$ cat config.mk
export PLATFORM = sky130hd
export DESIGN_NAME = xmodem_batch_block_sender_core
export DESIGN_NICKNAME = d
export VERILOG_FILES = /design/src/design/xbs_pkg.sv /design/src/design/xbs_front.sv /design/src/design/xbs_back.sv /design/src/design/xmodem_batch_block_sender_core.sv
export VERILOG_INCLUDE_DIRS = /design/src /design/src/design
export SDC_FILE = /design/constraint.sdc
export NUM_CORES = 1
export LEC_CHECK = 0
export BUFFER_PORTS_ARGS = -buffer_cell sky130_fd_sc_hd__buf_2
export CAP_MARGIN = 20
export CORE_AREA = 8 8 421 423
export DETAILED_ROUTE_END_ITERATION = 12
export DIE_AREA = 0 0 429 431
export GPL_TIMING_DRIVEN = 0
export MAX_ROUTING_LAYER = met4
export PLACE_DENSITY = 0.48
export SLEW_MARGIN = 0
export SYNTH_ARGS = -nofsm -noshare
export SYNTH_HDL_FRONTEND = slang
export SYNTH_SLANG_ARGS = --single-unit
$ cat constraint.sdc
create_clock -name clock -period 14 [get_ports clock]
set_clock_uncertainty 0.2 [all_clocks]
set_input_delay 2.1 -clock clock [delete_from_list [all_inputs] [get_ports clock]]
set_output_delay 2.1 -clock clock [all_outputs]
set_load 0.02 [all_outputs]
$ cat src/design/xmodem_batch_block_sender_core_assert.svh
// Assertion macros shared by the XMODEM sender modules.
`ifndef XMODEM_BATCH_BLOCK_SENDER_CORE_ASSERT_SVH
`define XMODEM_BATCH_BLOCK_SENDER_CORE_ASSERT_SVH
// Implication checked on every rising clock edge outside reset.
`define XBS_ASSERT_IMPL(label, clk, rst, ante, cons, msg) \
   label: assert property (@(posedge clk) disable iff (rst) (ante) |-> (cons)) \
      else $error(msg);
// Implication checked on the next clock edge.
`define XBS_ASSERT_NEXT(label, clk, rst, ante, cons, msg) \
   label: assert property (@(posedge clk) disable iff (rst) (ante) |=> (cons)) \
      else $error(msg);
`endif

$ cat src/design/xbs_pkg.sv
// Package with types, codes and constants of the XMODEM block sender.
package xbs_pkg;
   localparam int BlockBytesDefault = 128;
   localparam logic [7:0] ChSoh = 8'h01;
   localparam logic [7:0] ChEot = 8'h04;
   localparam logic [7:0] ChAck = 8'h06;
   localparam logic [7:0] ChNak = 8'h15;
   localparam logic [7:0] ChCan = 8'h18;
   localparam logic [7:0] ChWantCrc = 8'h43;
   localparam logic [15:0] CrcPoly = 16'h1021;
   localparam int QueueDepth = 2;

   typedef enum logic [2:0] {
      CMD_BEGIN = 3'd0, CMD_LOAD = 3'd1, CMD_SEND_BLOCK = 3'd2, CMD_SEND_EOT = 3'd3,
      CMD_TX_READY = 3'd4, CMD_RX_BYTE = 3'd5, CMD_TICK = 3'd6, CMD_NONE = 3'd7
   } cmd_type;

   typedef enum logic [2:0] {
      REG_BLOCK_RETRY = 3'd0, REG_EOT_LIMIT = 3'd1, REG_START_WAIT = 3'd2,
      REG_REPLY_WAIT = 3'd3, REG_DRAIN_WAIT = 3'd4
   } reg_type;

   typedef enum logic [3:0] {
      PH_IDLE, PH_START_ANY, PH_START_NAK, PH_SENDING, PH_REPLY, PH_DRAIN,
      PH_EOT_SEND, PH_EOT_WAIT, PH_CANCEL, PH_DONE, PH_FAILED
   } phase_type;

   localparam logic [2:0] StIdle = 3'd0;
   localparam logic [2:0] StStart = 3'd1;
   localparam logic [2:0] StSending = 3'd2;
   localparam logic [2:0] StReply = 3'd3;
   localparam logic [2:0] StDone = 3'd4;
   localparam logic [2:0] StFailed = 3'd5;

   typedef struct packed {
      logic [2:0] command;
      logic [7:0] byte_in;
      logic [7:0] block_number;
      logic [1:0] wait_mode;
   } req_type;

   typedef struct packed {
      logic       tx_valid;
      logic [7:0] tx_byte;
      logic [2:0] status;
      logic       crc_mode;
   } rsp_type;

   // Classified command handed from the front to the back.
   typedef struct packed {
      cmd_type    cmd;
      logic       is_ack;
      logic       is_can;
      logic       is_nak;
      logic       is_want_crc;
      logic [7:0] byte_in;
      logic [7:0] block_number;
      logic [1:0] wait_mode;
   } op_type;

   function automatic logic [15:0] crc_feed(input logic [15:0] crc, input logic [7:0] b);
      logic [15:0] c;
      logic [7:0] bits;
      logic top;
      c = crc;
      bits = b;
      for (int k = 0; k < 8; k++) begin
         top = c[15];
         c = {c[14:0], bits[7]};
         bits = {bits[6:0], 1'b0};
         if (top) c = c ^ CrcPoly;
      end
      return c;
   endfunction
endpackage

$ cat src/design/xbs_front.sv
// Front part: accepts request items, classifies them and queues them.
module xbs_front import xbs_pkg::*; (
   input  logic    clock,
   input  logic    reset,
   input  logic    req_valid,
   output logic    req_stall,
   input  req_type req_data,
   output logic    op_valid,
   input  logic    op_take,
   output op_type  op_data
);
   `include "xmodem_batch_block_sender_core_assert.svh"
   op_type q_ff [QueueDepth];
   logic [1:0] count_ff, count_in;
   logic rd_ff, rd_in, wr_ff, wr_in;
   logic push, pop;
   op_type cls;

   always_comb begin
      cls.cmd = cmd_type'(req_data.command);
      cls.is_ack = (req_data.byte_in == ChAck);
      cls.is_can = (req_data.byte_in == ChCan);
      cls.is_nak = (req_data.byte_in == ChNak);
      cls.is_want_crc = (req_data.byte_in == ChWantCrc);
      cls.byte_in = req_data.byte_in;
      cls.block_number = req_data.block_number;
      cls.wait_mode = req_data.wait_mode;
   end

   assign req_stall = (count_ff == 2'(QueueDepth));
   assign push = req_valid && !req_stall;
   assign op_valid = (count_ff != 2'd0);
   assign pop = op_valid && op_take;
   assign op_data = q_ff[rd_ff];

   always_comb begin
      count_in = count_ff + 2'(push) - 2'(pop);
      rd_in = rd_ff ^ pop;
      wr_in = wr_ff ^ push;
   end

   always_ff @(posedge clock) begin
      if (reset) begin
         count_ff <= 2'd0;
         rd_ff <= 1'b0;
         wr_ff <= 1'b0;
      end else begin
         count_ff <= count_in;
         rd_ff <= rd_in;
         wr_ff <= wr_in;
      end
      if (push) q_ff[wr_ff] <= cls;
   end

   `XBS_ASSERT_IMPL(a_no_overflow, clock, reset, count_ff == 2'(QueueDepth), !push,
      "queue push while full")
   `XBS_ASSERT_NEXT(a_count_step, clock, reset, push && !pop, count_ff == $past(count_ff) + 2'd1,
      "queue count did not grow")
   `XBS_ASSERT_IMPL(a_ptr_match, clock, reset, count_ff == 2'd0, rd_ff == wr_ff,
      "queue pointers disagree when empty")
endmodule

$ cat src/design/xbs_back.sv
// Back part: protocol sequencer, block store and result register.
module xbs_back import xbs_pkg::*; #(
   parameter int BLOCK_BYTES = BlockBytesDefault
) (
   input  logic    clock,
   input  logic    reset,
   input  logic    csr_write,
   input  logic [2:0]  csr_index,
   input  logic [15:0] csr_data,
   input  logic    op_valid,
   output logic    op_take,
   input  op_type  op_data,
   output logic    rsp_valid,
   input  logic    rsp_stall,
   output rsp_type rsp_data
);
   `include "xmodem_batch_block_sender_core_assert.svh"
   localparam int AW = $clog2(BLOCK_BYTES);
   localparam int PW = $clog2(BLOCK_BYTES + 6);
   localparam logic [PW-1:0] DataEnd = PW'(BLOCK_BYTES + 3);

   logic [7:0] store [BLOCK_BYTES];
   logic [7:0] rd_ff;
   logic [3:0] retry_lim_ff, eot_lim_ff;
   logic [15:0] start_w_ff, reply_w_ff, drain_w_ff;
   phase_type ph_ff, ph_in;
   logic [AW-1:0] load_ff, load_in;
   logic [PW-1:0] pos_ff, pos_in;
   logic [15:0] crc_ff, crc_in, timer_ff, timer_in;
   logic [7:0] sum_ff, sum_in, num_ff, num_in;
   logic usecrc_ff, usecrc_in, first_ff, first_in, pcan_ff, pcan_in;
   logic [3:0] att_ff, att_in;
   logic [1:0] canl_ff, canl_in;
   logic txv;
   logic [7:0] txb;
   logic [15:0] crc_tail;
   logic go, free_now;
   rsp_type rsp_ff, rsp_in;
   logic rv_ff;
   logic [PW-1:0] nxt_pos, off;

   assign op_take = !rv_ff || !rsp_stall;
   assign go = op_valid && op_take;
   assign rsp_valid = rv_ff;
   assign rsp_data = rsp_ff;
   assign free_now = (ph_ff == PH_IDLE) || (ph_ff == PH_DONE) || (ph_ff == PH_FAILED);

   // The store is read into a register at the send offset of the next cycle.
   assign nxt_pos = go ? pos_in : pos_ff;
   assign off = nxt_pos - PW'(3);
   assign crc_tail = crc_feed(crc_feed(crc_ff, 8'd0), 8'd0);

   always_comb begin
      ph_in = ph_ff; load_in = load_ff; pos_in = pos_ff; crc_in = crc_ff;
      sum_in = sum_ff; num_in = num_ff; usecrc_in = usecrc_ff; first_in = first_ff;
      pcan_in = pcan_ff; att_in = att_ff; canl_in = canl_ff; timer_in = timer_ff;
      txv = 1'b0; txb = 8'd0;
      unique case (op_data.cmd)
         CMD_BEGIN: begin
            usecrc_in = 1'b0; first_in = 1'b1; ph_in = PH_IDLE; canl_in = 2'd0;
         end
         CMD_LOAD: load_in = (load_ff == AW'(BLOCK_BYTES - 1)) ? '0 : load_ff + AW'(1);
         CMD_SEND_BLOCK: if (free_now) begin
            num_in = op_data.block_number; att_in = 4'd0; load_in = '0;
            if (op_data.wait_mode == 2'd1) begin
               ph_in = PH_START_ANY; timer_in = start_w_ff;
            end else if (op_data.wait_mode == 2'd2) begin
               first_in = 1'b1; ph_in = PH_START_NAK; timer_in = start_w_ff;
            end else begin
               pos_in = '0; pcan_in = 1'b0; ph_in = PH_SENDING;
            end
         end
         CMD_SEND_EOT: if (free_now) begin
            att_in = 4'd0; ph_in = PH_EOT_SEND;
         end
         CMD_TX_READY: begin
            if (ph_ff == PH_SENDING) begin
               txv = 1'b1;
               if (pos_ff == '0) begin
                  crc_in = '0; sum_in = '0; txb = ChSoh;
               end else if (pos_ff == PW'(1)) txb = num_ff;
               else if (pos_ff == PW'(2)) txb = ~num_ff;
               else if (pos_ff < DataEnd) begin
                  txb = rd_ff;
                  crc_in = crc_feed(crc_ff, rd_ff);
                  sum_in = sum_ff + rd_ff;
               end else if (usecrc_ff && pos_ff == DataEnd) begin
                  crc_in = crc_tail; txb = crc_tail[15:8];
               end else if (usecrc_ff) txb = crc_ff[7:0];
               else txb = sum_ff;
               pos_in = pos_ff + PW'(1);
               if (pos_in >= DataEnd + (usecrc_ff ? PW'(2) : PW'(1))) begin
                  ph_in = PH_REPLY; timer_in = reply_w_ff;
               end
            end else if (ph_ff == PH_EOT_SEND) begin
               txv = 1'b1; txb = ChEot;
               if (att_ff != 4'hF) att_in = att_ff + 4'd1;
               ph_in = PH_EOT_WAIT; timer_in = reply_w_ff;
            end else if (ph_ff == PH_CANCEL) begin
               txv = 1'b1; txb = ChCan;
               if (canl_ff <= 2'd1) begin
                  canl_in = 2'd0; ph_in = PH_FAILED;
               end else canl_in = canl_ff - 2'd1;
            end
         end
         CMD_RX_BYTE: begin
            if (ph_ff == PH_START_ANY) begin
               if (op_data.is_want_crc) usecrc_in = 1'b1;
               pos_in = '0; pcan_in = 1'b0; ph_in = PH_SENDING;
            end else if (ph_ff == PH_START_NAK) begin
               if (op_data.is_can) begin
                  canl_in = 2'd3; ph_in = PH_CANCEL;
               end else if (op_data.is_nak || op_data.is_want_crc) begin
                  if (op_data.is_want_crc) usecrc_in = 1'b1;
                  pos_in = '0; pcan_in = 1'b0; ph_in = PH_SENDING;
               end else timer_in = start_w_ff;
            end else if (ph_ff == PH_REPLY) begin
               if (op_data.is_ack) begin
                  first_in = 1'b0; ph_in = PH_DONE;
               end else begin
                  if (first_ff && op_data.is_want_crc) usecrc_in = 1'b1;
                  pcan_in = op_data.is_can; ph_in = PH_DRAIN; timer_in = drain_w_ff;
               end
            end else if (ph_ff == PH_DRAIN) begin
               if (op_data.is_can && pcan_ff) begin
                  canl_in = 2'd3; ph_in = PH_CANCEL;
               end else begin
                  pcan_in = op_data.is_can; timer_in = drain_w_ff;
               end
            end else if (ph_ff == PH_EOT_WAIT) begin
               if (op_data.is_ack) ph_in = PH_DONE;
               else if (att_ff >= eot_lim_ff) begin
                  canl_in = 2'd3; ph_in = PH_CANCEL;
               end else ph_in = PH_EOT_SEND;
            end
         end
         CMD_TICK: begin
            if (ph_ff == PH_START_ANY || ph_ff == PH_START_NAK || ph_ff == PH_REPLY ||
                ph_ff == PH_DRAIN || ph_ff == PH_EOT_WAIT) begin
               if (timer_ff > 16'd1) timer_in = timer_ff - 16'd1;
               else begin
                  timer_in = '0;
                  if (ph_ff == PH_START_ANY) begin
                     canl_in = 2'd3; ph_in = PH_CANCEL;
                  end else if (ph_ff == PH_START_NAK) begin
                     pos_in = '0; pcan_in = 1'b0; ph_in = PH_SENDING;
                  end else if (ph_ff == PH_EOT_WAIT) begin
                     if (att_ff >= eot_lim_ff) begin
                        canl_in = 2'd3; ph_in = PH_CANCEL;
                     end else ph_in = PH_EOT_SEND;
                  end else if (att_ff >= retry_lim_ff) begin
                     canl_in = 2'd3; ph_in = PH_CANCEL;
                  end else begin
                     att_in = att_ff + 4'd1;
                     pos_in = '0; pcan_in = 1'b0; ph_in = PH_SENDING;
                  end
               end
            end
         end
         default: ;
      endcase
      rsp_in.tx_valid = txv;
      rsp_in.tx_byte = txb;
      rsp_in.crc_mode = usecrc_in;
      unique case (ph_in)
         PH_START_ANY, PH_START_NAK: rsp_in.status = StStart;
         PH_SENDING, PH_EOT_SEND: rsp_in.status = StSending;
         PH_REPLY, PH_DRAIN, PH_EOT_WAIT: rsp_in.status = StReply;
         PH_DONE: rsp_in.status = StDone;
         PH_CANCEL, PH_FAILED: rsp_in.status = StFailed;
         default: rsp_in.status = StIdle;
      endcase
   end

   always_ff @(posedge clock) begin
      if (go && op_data.cmd == CMD_LOAD) store[load_ff] <= op_data.byte_in;
      if (go && op_data.cmd == CMD_LOAD && load_ff == off[AW-1:0]) rd_ff <= op_data.byte_in;
      else rd_ff <= store[off[AW-1:0]];
   end

   always_ff @(posedge clock) begin
      if (reset) begin
         retry_lim_ff <= 4'd5; eot_lim_ff <= 4'd5;
         start_w_ff <= 16'd400; reply_w_ff <= 16'd100; drain_w_ff <= 16'd10;
      end else if (csr_write) begin
         case (reg_type'(csr_index))
            REG_BLOCK_RETRY: retry_lim_ff <= csr_data[3:0];
            REG_EOT_LIMIT: eot_lim_ff <= csr_data[3:0];
            REG_START_WAIT: start_w_ff <= csr_data;
            REG_REPLY_WAIT: reply_w_ff <= csr_data;
            REG_DRAIN_WAIT: drain_w_ff <= csr_data;
            default: ;
         endcase
      end
   end

   always_ff @(posedge clock) begin
      if (reset) begin
         ph_ff <= PH_IDLE; load_ff <= '0; pos_ff <= '0; crc_ff <= '0; sum_ff <= '0;
         num_ff <= '0; usecrc_ff <= 1'b0; first_ff <= 1'b1; pcan_ff <= 1'b0;
         att_ff <= '0; canl_ff <= '0; timer_ff <= '0; rv_ff <= 1'b0;
      end else begin
         if (go) begin
            ph_ff <= ph_in; load_ff <= load_in; pos_ff <= pos_in; crc_ff <= crc_in;
            sum_ff <= sum_in; num_ff <= num_in; usecrc_ff <= usecrc_in;
            first_ff <= first_in; pcan_ff <= pcan_in; att_ff <= att_in;
            canl_ff <= canl_in; timer_ff <= timer_in;
         end
         if (op_take) rv_ff <= op_valid;
      end
   end

   always_ff @(posedge clock) begin
      if (go) rsp_ff <= rsp_in;
   end

   `XBS_ASSERT_IMPL(a_cancel_count, clock, reset, ph_ff == PH_CANCEL, canl_ff != 2'd0,
      "cancel phase with nothing left to send")
   `XBS_ASSERT_NEXT(a_result_follows, clock, reset, go, rv_ff,
      "accepted command gave no result")
   `XBS_ASSERT_IMPL(a_idle_silent, clock, reset, rv_ff && rsp_ff.status == StIdle,
      !rsp_ff.tx_valid, "byte sent while idle")
endmodule

$ cat src/design/xmodem_batch_block_sender_core.sv
// An accepted item waits in the front queue; the back part registers its result when it takes the item.
// Throughput: one command per cycle while rsp_stall stays low; one back-end step per command.
// The block store has one write port and one registered read at the next send offset.
// Reset clears all control state and restores register defaults; store contents stay.
// Top level of the XMODEM batch block sender.
module xmodem_batch_block_sender_core import xbs_pkg::*; #(
   parameter int BLOCK_BYTES = BlockBytesDefault
) (
   input  logic        clock,
   input  logic        reset,
   input  logic        req_valid,
   output logic        req_stall,
   input  req_type     req_data,
   output logic        rsp_valid,
   input  logic        rsp_stall,
   output rsp_type     rsp_data,
   input  logic        csr_write,
   input  logic [2:0]  csr_index,
   input  logic [15:0] csr_data
);
   logic op_valid, op_take;
   op_type op_data;

   xbs_front u_front (
      .clock, .reset, .req_valid, .req_stall, .req_data,
      .op_valid, .op_take, .op_data
   );

   xbs_back #(.BLOCK_BYTES(BLOCK_BYTES)) u_back (
      .clock, .reset, .csr_write, .csr_index, .csr_data,
      .op_valid, .op_take, .op_data, .rsp_valid, .rsp_stall, .rsp_data
   );
endmodule

== Yosys cells after proc, flatten, opt, wreduce, memory -nomap -nowiden ==
Memory sizes are Yosys's and may differ from the RTL's. A register that Yosys moved wholly into a read port is not among the register bits.
Index checks and enable logic that the tools add are counted.
Storage, ports and cells
  flip-flop bits (word level): 147
  memories kept: 3
  word-level logic and storage cells: 413
  bits of input ports: 45
  ROM bits: 48
  RAM bits: 1074
Cells by class
  equality and inequality tests: 76
  bitwise logic cells: 27
  reduce and logical (&&, ||, !) cells: 45
  muxes and demuxes: 222
  add/subtract/negate cells: 10
  $lt $le $gt $ge: 6
Memory list
  u_back.store: depth 128, width 8, rd ports 1, clocked after Yosys merged registers in 1, write ports 1, RTL line xbs_back.sv:22  | logic [7:0] store [BLOCK_BYTES];
  u_front.q_ff: depth 2, width 25, rd ports 1, clocked after Yosys merged registers in 1, write ports 1, RTL line xbs_front.sv:13  | op_type q_ff [QueueDepth];
  (name not given): depth 16, width 3, rd ports 1, clocked after Yosys merged registers in 1, write ports 0, RTL line xbs_back.sv:165  | unique case (ph_in)
Operator list (number)
  $mux 16: 63
  $mux 13: 24
  $mux 8: 27
  $mux 4: 35
  $not 3->3: 24
  $pmux 16 s4: 1
  $mux 1: 41
  $mux 2: 20
  $pmux 8 s4: 1
  $reduce_and 15->1: 2
  $ne 2x2->1 const B: 12
  $pmux 4 s6: 1
  $ne 2x1->1 const B: 10
  $eq 4x3->1 const B: 4
  $eq 8x5->1 const B: 2
  $gt 16x1->1 const B: 1
  $sub 16x1->16 const B: 1
  $ne 3x2->1 const B: 5
  $mux 7: 2
  $pmux 7 s2: 1
  $reduce_and 13->1: 1
  $eq 3x2->1 const B: 4
  $eq 3x3->1 const B: 4
  $eq 4x4->1 const B: 3
  other kinds (55): 97

== Longest topological paths before layout ==
Gate-level depths: netlist (run 1).
  word-level depth: 62
  depth in mapped cells: 20

== By module ==
Synthesis (run 1) repeated with hierarchy kept, for this count alone.
Unflattened totals
  cells, all modules: 3067
  area, all modules: 50997.7 um2
Modules (own cells, without submodules)
  xbs_back: times used 1, cells an instance 2956, area each 48880.6 um2
  xbs_front: times used 1, cells an instance 111, area each 2117.0 um2

== Least setup slack after synthesis (run 1) ==
OpenSTA, ideal clock, no wires.
  path type: input to register
  start point: input port rsp_stall
  end point: memory u_back.store[118][0], enable pin
  stages on the path: 8
  arrival: 3983 ps
  setup slack: 9446 ps
  setup time: 370 ps
  cells stage by stage: nand2_1 > o21ai_0 > buf_4 > nor4_1 > nor2b_1 > nand3_1 > clkbuf_1 > nor2_1
On the way
  cells in the longest elaborated chain, start to end: 6
RTL lines
  start, declared: RTL line xmodem_batch_block_sender_core.sv:15  | input logic rsp_stall,
  $logic_not 1->1: RTL line xbs_back.sv:42  | assign op_take = !rv_ff || !rsp_stall;
  $logic_or 1x1->1: RTL line xbs_back.sv:42
  $logic_and 1x1->1: RTL line xbs_back.sv:43  | assign go = op_valid && op_take;
  $logic_and 1x1->1: RTL line xbs_back.sv:176  | if (go && op_data.cmd == CMD_LOAD) store[load_ff] <= op_data.byte_in;
  $mux 1: RTL line xbs_back.sv:176
  $mux 1 (implied by the code): RTL line xbs_back.sv:176
  end, declared: RTL line xbs_back.sv:22
Every way passes these cells.

==> flow_metrics.env, run 1 <==
export IMPL_outcome="finished, final reports clean"
export IMPL_switchingPower_mw=2.352
export IMPL_fp_dieH_um=431
export IMPL_grt_util_met2_pct=28.73
export IMPL_post_cts_buffers=0
export IMPL_antenna_found_initial=5
export IMPL_synthMuxAreaShare_pct=13.91
export IMPL_grtUsageMet3_pct=3.177
export IMPL_synth_seq_cells=1231
export IMPL_drive_above_1_share_pct=19.62
export IMPL_ant_nets=0
export IMPL_synth_xor_area_share_pct=1.221
export IMPL_rows=152
export IMPL_path_clk_slew_ns=0.06
export IMPL_r2r_end="u_back.sum_ff[7]$_SDFFE_PP0P_"
export IMPL_cp_max_fo=10
export IMPL_period_minus_slack_ns=7.412
export IMPL_seqPwrFrac_pct=48.4
export IMPL_critPathTopFamily="buffers and inverters"
export IMPL_ioPinCount=60
export IMPL_syn_area_um2=50910
export IMPL_seqCellArea_um2=35520
export IMPL_drt_iter0_markers=3712
export IMPL_min_to="u_back.start_w_ff[10]$_SDFFE_PP0P_"
export IMPL_clock_sinks=1231
export IMPL_hp_class="reg2reg"
export IMPL_synth_edff_count=1087
export IMPL_core_um2=170600
export IMPL_worstHoldPathCells=2
export IMPL_grt_max_degree=129
export IMPL_synth_nets=3151
export IMPL_hold_buffers=0
export IMPL_critPathArrivalTime_ns=7.82
export IMPL_syn_instance_count=3073
export IMPL_final_util_pct=34.55
export IMPL_synthFlopType="edfxtp_1"
export IMPL_grt_ovfl_total=0
export IMPL_multiInputGateArea_um2=14540
export IMPL_routed_via_density=5.340
export IMPL_p_per_area_nw_per_um2=153.1
export IMPL_hpwl_um=114800
export IMPL_portBuffers=58
export IMPL_synth_top_family_by_area="multiplexers"
export IMPL_cts_buffers=136
export IMPL_drt_first_pass_iters=7
export IMPL_p_comb_share_pct=12.3
export IMPL_drc=0
export IMPL_yosys_warnings=0
export IMPL_cp_num_buf_inv=5
export IMPL_fin_tns_setup_ns=0
export IMPL_wl_per_cell_um=30.07
export IMPL_critPathKind="reg2reg"
export IMPL_cp_slowest_cell="clkbuf_1"
export IMPL_synth_distinct_cells=91
export IMPL_swShare_pct=26.06
export IMPL_dieArea_um2=184900
export IMPL_p_int_mw=6.673
export IMPL_final_nets=3379
export IMPL_rr_worst_depth=18
export IMPL_ys_seq_area_share_pct=69.78
export IMPL_slew_headroom_pct=22.54
export IMPL_nFillCells=16200
export IMPL_critPathMaxStageDelay_ns=0.92
export IMPL_busiest_layer="met2"
export IMPL_crit_path_end_kind="flop"
export IMPL_clock_latency_ns=0.79
export IMPL_holdCritStartpoint="u_back.start_w_ff[10]$_SDFFE_PP0P_"
export IMPL_grt_usage_pct=18.37
export IMPL_vias=30110
export IMPL_cts_tree="yes"
export IMPL_area_growth_pct=15.78
export IMPL_r2r_slack_ns=6.59
export IMPL_p_total_mw=9.024
export IMPL_finalSetupViolCount=0
export IMPL_grt_pass1_wl_um=235900
export IMPL_p_leak_nw=18.59
export IMPL_dieWidth_um=429
export IMPL_placed_cells=5392
export IMPL_synth_compound_gate_area_share_pct=5.795
export IMPL_max_freq_mhz=134.9
export IMPL_hold_violations=0
export IMPL_path_cells="buf_2, buf_2, buf_2, clkbuf_2, clkbuf_1, mux4_2, mux2i_1, a31oi_1, o211ai_1, nand4_1, ha_1, a21o_1, a21o_1, a21oi_1, o21ai_0, nand3_1, mux2_2, o2111ai_1"
export IMPL_async_reset_ff_share_pct=0
export IMPL_cts_max_level=4
export IMPL_worst_pin_slew_ns=1.162
export IMPL_avgSynthCellArea_um2=16.57
export IMPL_crit_path_frequent_cell="buf_2"
export IMPL_initial_core_util_pct=29.84
export IMPL_synth_simple_gate_area_share_pct=6.690
export IMPL_worstPathRequired_ns=14.41
export IMPL_routed_wl_um=169500
export IMPL_final_cells=5638
export IMPL_cts_buffer_depth=3
export IMPL_cts_resized_gates=0
export IMPL_rsz0062_at_grt="false"
export IMPL_drv_slew=0
export IMPL_gr_usage_met1_pct=24.29
export IMPL_power_share_clock_pct=39.2
export IMPL_gpl_final_weighted_congestion=0.9549
export IMPL_n_antenna_cell=0
export IMPL_maxCapViolCount=0
export IMPL_ctsRootBufferMaster="clkbuf_16"
export IMPL_cp_start_kind="flop"
export IMPL_grt_pass1_vias=29550
export IMPL_synth_adder_area_share_pct=0.8258
export IMPL_timing_final_crit_share_pct=52.94
export IMPL_vdd_drop_max_v=0.0001603
[per-layer routing]
layer,wire length [um],vias up
li1,-,12720
met1,73110,15870
met2,79080,1237
met3,10830,286
met4,6519,0
met5,0,-
[power by group through the flow]
stage | Sequential [mW] | Combinational [mW] | Clock [mW]
after floorplan | 4.46 | 0.624 | 0
after global placement | 4.48 | 1.04 | 0
after detailed placement | 4.45 | 1.12 | 0
after CTS | 4.37 | 1.12 | 3.60
after global routing | 4.38 | 1.21 | 3.73
final | 4.37 | 1.11 | 3.54
[sequential cells by signal, summed over array words and instances, names as in the netlist, 2 cells and up, named ones only]
register,flops
u_back.canl_ff,2
u_back.drain_w_ff,16
u_back.eot_lim_ff,4
u_front.count_ff,2
u_back.sum_ff,8
u_back.pos_ff,8
u_back.store,1024
u_back.reply_w_ff,16
u_back.start_w_ff,16
u_back.timer_ff,16
u_front.q_ff,50
u_back.num_ff,8
u_back.load_ff,7
u_back.rsp_data,13
u_back.ph_ff,4
u_back.retry_lim_ff,4
u_back.att_ff,4
u_back.crc_ff,16
[cell type report]
| cell class | instances | share of cell area [%] |
|---|---|---|
| Clock buffer | 176 | 6.332 |
| Clock inverter | 66 | 1.006 |
| Timing Repair Buffer | 90 | 1.420 |
| Multi-Input combinational cell | 1633 | 24.67 |
| Tap cell | 2233 | 4.740 |
| Inverter | 33 | 0.2102 |
| Sequential cell | 1231 | 60.27 |
| Buffer | 176 | 1.354 |
[cell usage in the layout, fill, tap and decap left out, types with 33 or more instances in the layout]
master,count
clkbuf_1,135
nand2_1,201
o21ai_0,69
nor2b_1,36
clkbuf_16,143
mux2i_1,46
dfxtp_1,144
nor3_1,35
nand3_1,46
a21oi_1,135
edfxtp_1,1087
mux4_2,284
xnor2_1,40
a211oi_1,33
nor2_1,285
buf_2,101
[through the flow]
step	setup WS [ns]	hold slack, ns	area [um2]
2_1_floorplan	9.446	0.2330	50910
5_1_grt	6.614	0.2732	58940
6_report	6.588	0.2525	58940
3_3_place_gp	5.950	0.2429	53990
4_1_cts	6.696	0.2533	58900
3_5_place_dp	6.740	0.2458	54570
[tightest hold or removal path, delay by kind of cell, from the launching register on]
family,cells,cell delay (ns)
and+or+nand+nor,1,0.05
DFF,1,0.30
AOI/OAI and AO/OA,1,0.05
[worst max-delay path by stage]
stage,start,to,slack (ns),cells after the start
floorplan,rsp_stall,u_back.store[118][0]$_DFFE_PP_,9.45,8
global route,flop,u_back.sum_ff[7]$_SDFFE_PP0P_,6.61,19
CTS,flop,u_back.sum_ff[7]$_SDFFE_PP0P_,6.70,19
detailed placement,flop,u_back.sum_ff[7]$_SDFFE_PP0P_,6.74,19
finish,flop,u_back.sum_ff[7]$_SDFFE_PP0P_,6.59,18
global placement,flop,u_back.sum_ff[7]$_SDFFE_PP0P_,5.95,18
[cells in the mapped netlist (36+ instances only)]
cell | instances | area [um2]
edfxtp_1 | 1087 | 32640
nor2_1 | 285 | 1070
mux4_2 | 284 | 6396
nand2_1 | 201 | 754.5
dfxtp_1 | 144 | 2883
a21oi_1 | 135 | 675.7
clkbuf_1 | 111 | 416.7
o21ai_0 | 69 | 345.3
mux2i_1 | 46 | 460.4
nand3_1 | 46 | 230.2
xnor2_1 | 40 | 350.3
nor2b_1 | 36 | 225.2
[kinds of logic (layout without fill, tap and decap cells)]
kind of cell	after synthesis	after routing
DFF	1231	1231
and+or+nand+nor	732	732
AOI/OAI and AO/OA	447	447
muxes	350	350
buffers and inverters	209	541
xor gates and xnor gates	71	71
adders and majority gates	33	33
No activity file was read; power rests on OpenSTA's default activity.
==> run 2, diff against run 1 <==
Clock period 14 ns to 6.9 ns, I/O delays scaled along.
==> run 2 against run 1 <==
  * The flow now finishes with violations (setup timing)
  * Non-clock buffer count fell by 4
  * Sequential share of layout area barely moved
  * Hold slack barely moved
  * Register-to-register slack got worse by 6.6 ns
  * Highest routed layer unchanged
  * Combinational power rose by 100%
  * Flip-flop and latch count did not move
  * Critical path depth did not move
==> flow_metrics.env, run 2 (synthesis results as in run 1) <==
export IMPL_outcome="finished, violations left"
export IMPL_failed_checks="setup timing"
export IMPL_critPathKind="reg2reg"
export IMPL_vdd_drop_max_v=0.0003290
export IMPL_grt_ovfl_total=0
export IMPL_cp_slowest_cell="buf_2"
export IMPL_drt_iter0_markers=3851
export IMPL_antenna_found_initial=6
export IMPL_dieArea_um2=184900
export IMPL_initial_core_util_pct=29.84
export IMPL_critPathArrivalTime_ns=7.32
export IMPL_dieWidth_um=429
export IMPL_rsz0062_at_grt="false"
export IMPL_wl_per_cell_um=29.99
export IMPL_routed_wl_um=168900
export IMPL_holdCritStartpoint="u_back.start_w_ff[10]$_SDFFE_PP0P_"
export IMPL_ioPinCount=60
export IMPL_hold_violations=0
export IMPL_max_freq_mhz=144.9
export IMPL_min_to="u_back.start_w_ff[10]$_SDFFE_PP0P_"
export IMPL_largest_reg_flops=1024
export IMPL_drt_first_pass_iters=6
export IMPL_gpl_final_weighted_congestion=0.9549
export IMPL_cts_buffers=136
export IMPL_hpwl_um=114800
export IMPL_worstPathRequired_ns=7.32
export IMPL_cts_tree="yes"
export IMPL_ant_nets=0
export IMPL_top_register="u_back.store"
export IMPL_worstHoldPathCells=2
export IMPL_hp_class="reg2reg"
export IMPL_path_cells="buf_2, buf_2, buf_4, clkbuf_4, buf_2, mux4_2, a211oi_1, a31oi_1, o211ai_1, nand4_1, ha_1, a21o_1, a21o_1, a21oi_1, o21ai_0, nand3_1, mux2_2, o2111ai_1"
export IMPL_p_per_area_nw_per_um2=310.8
export IMPL_cts_max_level=4
export IMPL_fp_dieH_um=431
export IMPL_final_common_cell="edfxtp_1"
export IMPL_critPathMaxStageDelay_ns=0.60
export IMPL_p_leak_nw=18.58
export IMPL_critPathTopFamily="buffers and inverters"
export IMPL_grt_pass1_wl_um=235600
export IMPL_drc=0
export IMPL_core_um2=170600
export IMPL_ctsRootBufferMaster="clkbuf_16"
export IMPL_reg_largest_list="u_back.store: 1024 flops, u_front.q_ff: 50 flops"
export IMPL_cp_start_kind="flop"
export IMPL_worst_pin_slew_ns=1.140
export IMPL_nFillCells=16200
export IMPL_timing_final_crit_share_pct=100.0
export IMPL_n_antenna_cell=0
export IMPL_cp_max_fo=10
export IMPL_grt_max_degree=129
export IMPL_maxCapViolCount=0
export IMPL_grt_usage_pct=18.34
export IMPL_r2r_end="u_back.sum_ff[7]$_SDFFE_PP0P_"
export IMPL_r2r_slack_ns=-0.003
export IMPL_crit_path_frequent_cell="buf_2"
export IMPL_fin_ws_ns=-0.003090
export IMPL_post_cts_buffers=0
export IMPL_period_minus_slack_ns=6.903
export IMPL_cts_buffer_depth=3
export IMPL_vias=30180
export IMPL_crit_path_end_kind="flop"
export IMPL_clock_sinks=1231
export IMPL_drive_above_1_share_pct=19.64
export IMPL_cp_num_buf_inv=5
export IMPL_area_growth_pct=15.77
export IMPL_finalSetupViolCount=1
export IMPL_grt_pass1_vias=29560
export IMPL_slew_headroom_pct=23.74
export IMPL_multiInputGateArea_um2=14540
export IMPL_clock_latency_ns=0.79
export IMPL_holdWs_ns=0.2525
export IMPL_layout_common_cells="edfxtp_1 (1,087), nor2_1 (285), mux4_2 (284), nand2_1 (201), dfxtp_1 (144)"
export IMPL_drv_slew=0
export IMPL_rows=152
export IMPL_portBuffers=58
export IMPL_seqCellArea_um2=35520
export IMPL_rr_worst_depth=18
export IMPL_final_nets=3375
export IMPL_path_clk_slew_ns=0.06
export IMPL_final_util_pct=34.55
export IMPL_routed_via_density=5.357
export IMPL_p_total_mw=18.32
-- run 2: changes by cell type in the layout (fill, tap and decap cells not counted), sizes merged --
cell and change:
buf -5, clkdlybuf4s15 +1
-- run 2: repair_timing --
| item | CTS | global route |
|---|---|---|
| endpoints found under the setup margin | 3 | 2 |
| gates resized for setup | 6 | 4 |
| hold buffers | 0 | 0 |
-- run 2: cell type report --
cell class	count	share of cell area, %
clock inverter	66	1.006
multi-input combinational	1633	24.67
buffer	173	1.363
timing repair buffer	89	1.395
tap	2233	4.740
clock buffer	176	6.333
sequential	1231	60.27
inverter	33	0.2144
-- run 2: power by group --
part	internal [mW]	switching, mW
Clock	4.16	3.03
Sequential	8.78	0.0859
Combinational	0.599	1.67
Total	13.5	4.78
-- run 2: worst max-delay path by stage --
stage               start                            end  slack [ns]  depth (start not counted)
floorplan            flop  u_back.sum_ff[6]$_SDFFE_PP0P_        2.44                         19
global placement     flop  u_back.sum_ff[7]$_SDFFE_PP0P_       -1.15                         18
detailed placement   flop  u_back.sum_ff[7]$_SDFFE_PP0P_       -0.36                         19
CTS                  flop  u_back.sum_ff[7]$_SDFFE_PP0P_        0.03                         18
global route         flop  u_back.sum_ff[7]$_SDFFE_PP0P_        0.02                         18
finish               flop  u_back.sum_ff[7]$_SDFFE_PP0P_      -0.003                         18
-- run 2: worst register-to-register path: stages, from the launching register on --
cell and delay, ns:
dfxtp_1 0.31, buf_2 0.36, buf_2 0.55, buf_4 0.44
clkbuf_4 0.48, buf_2 0.63, mux4_2 0.45, a211oi_1 0.58
a31oi_1 0.17, o211ai_1 0.22, nand4_1 0.56, ha_1 0.58
a21o_1 0.20, a21o_1 0.19, a21oi_1 0.29, o21ai_0 0.19
nand3_1 0.11, mux2_2 0.16, o2111ai_1 0.10
-- run 2: per-layer routing --
layer / GRT usage [%] / part of all wire [%]
met5: - / 0
met4: 6.204 / 3.6
met3: 3.036 / 6.4
met2: 28.74 / 47
met1: 24.40 / 43
-- run 2: per-stage QoR --
stage	std cells	instance area [um2]	TNS (ns)	setup WS, ns
finish	5634	58940	-0.003090	-0.003090
global route	5634	58940	0	0.02464
CTS	5633	58910	0	0.02673
detailed placement	5392	54570	-0.6886	-0.3604
global placement	5364	53990	-6.340	-1.150
floorplan	3073	50910	0	2.436
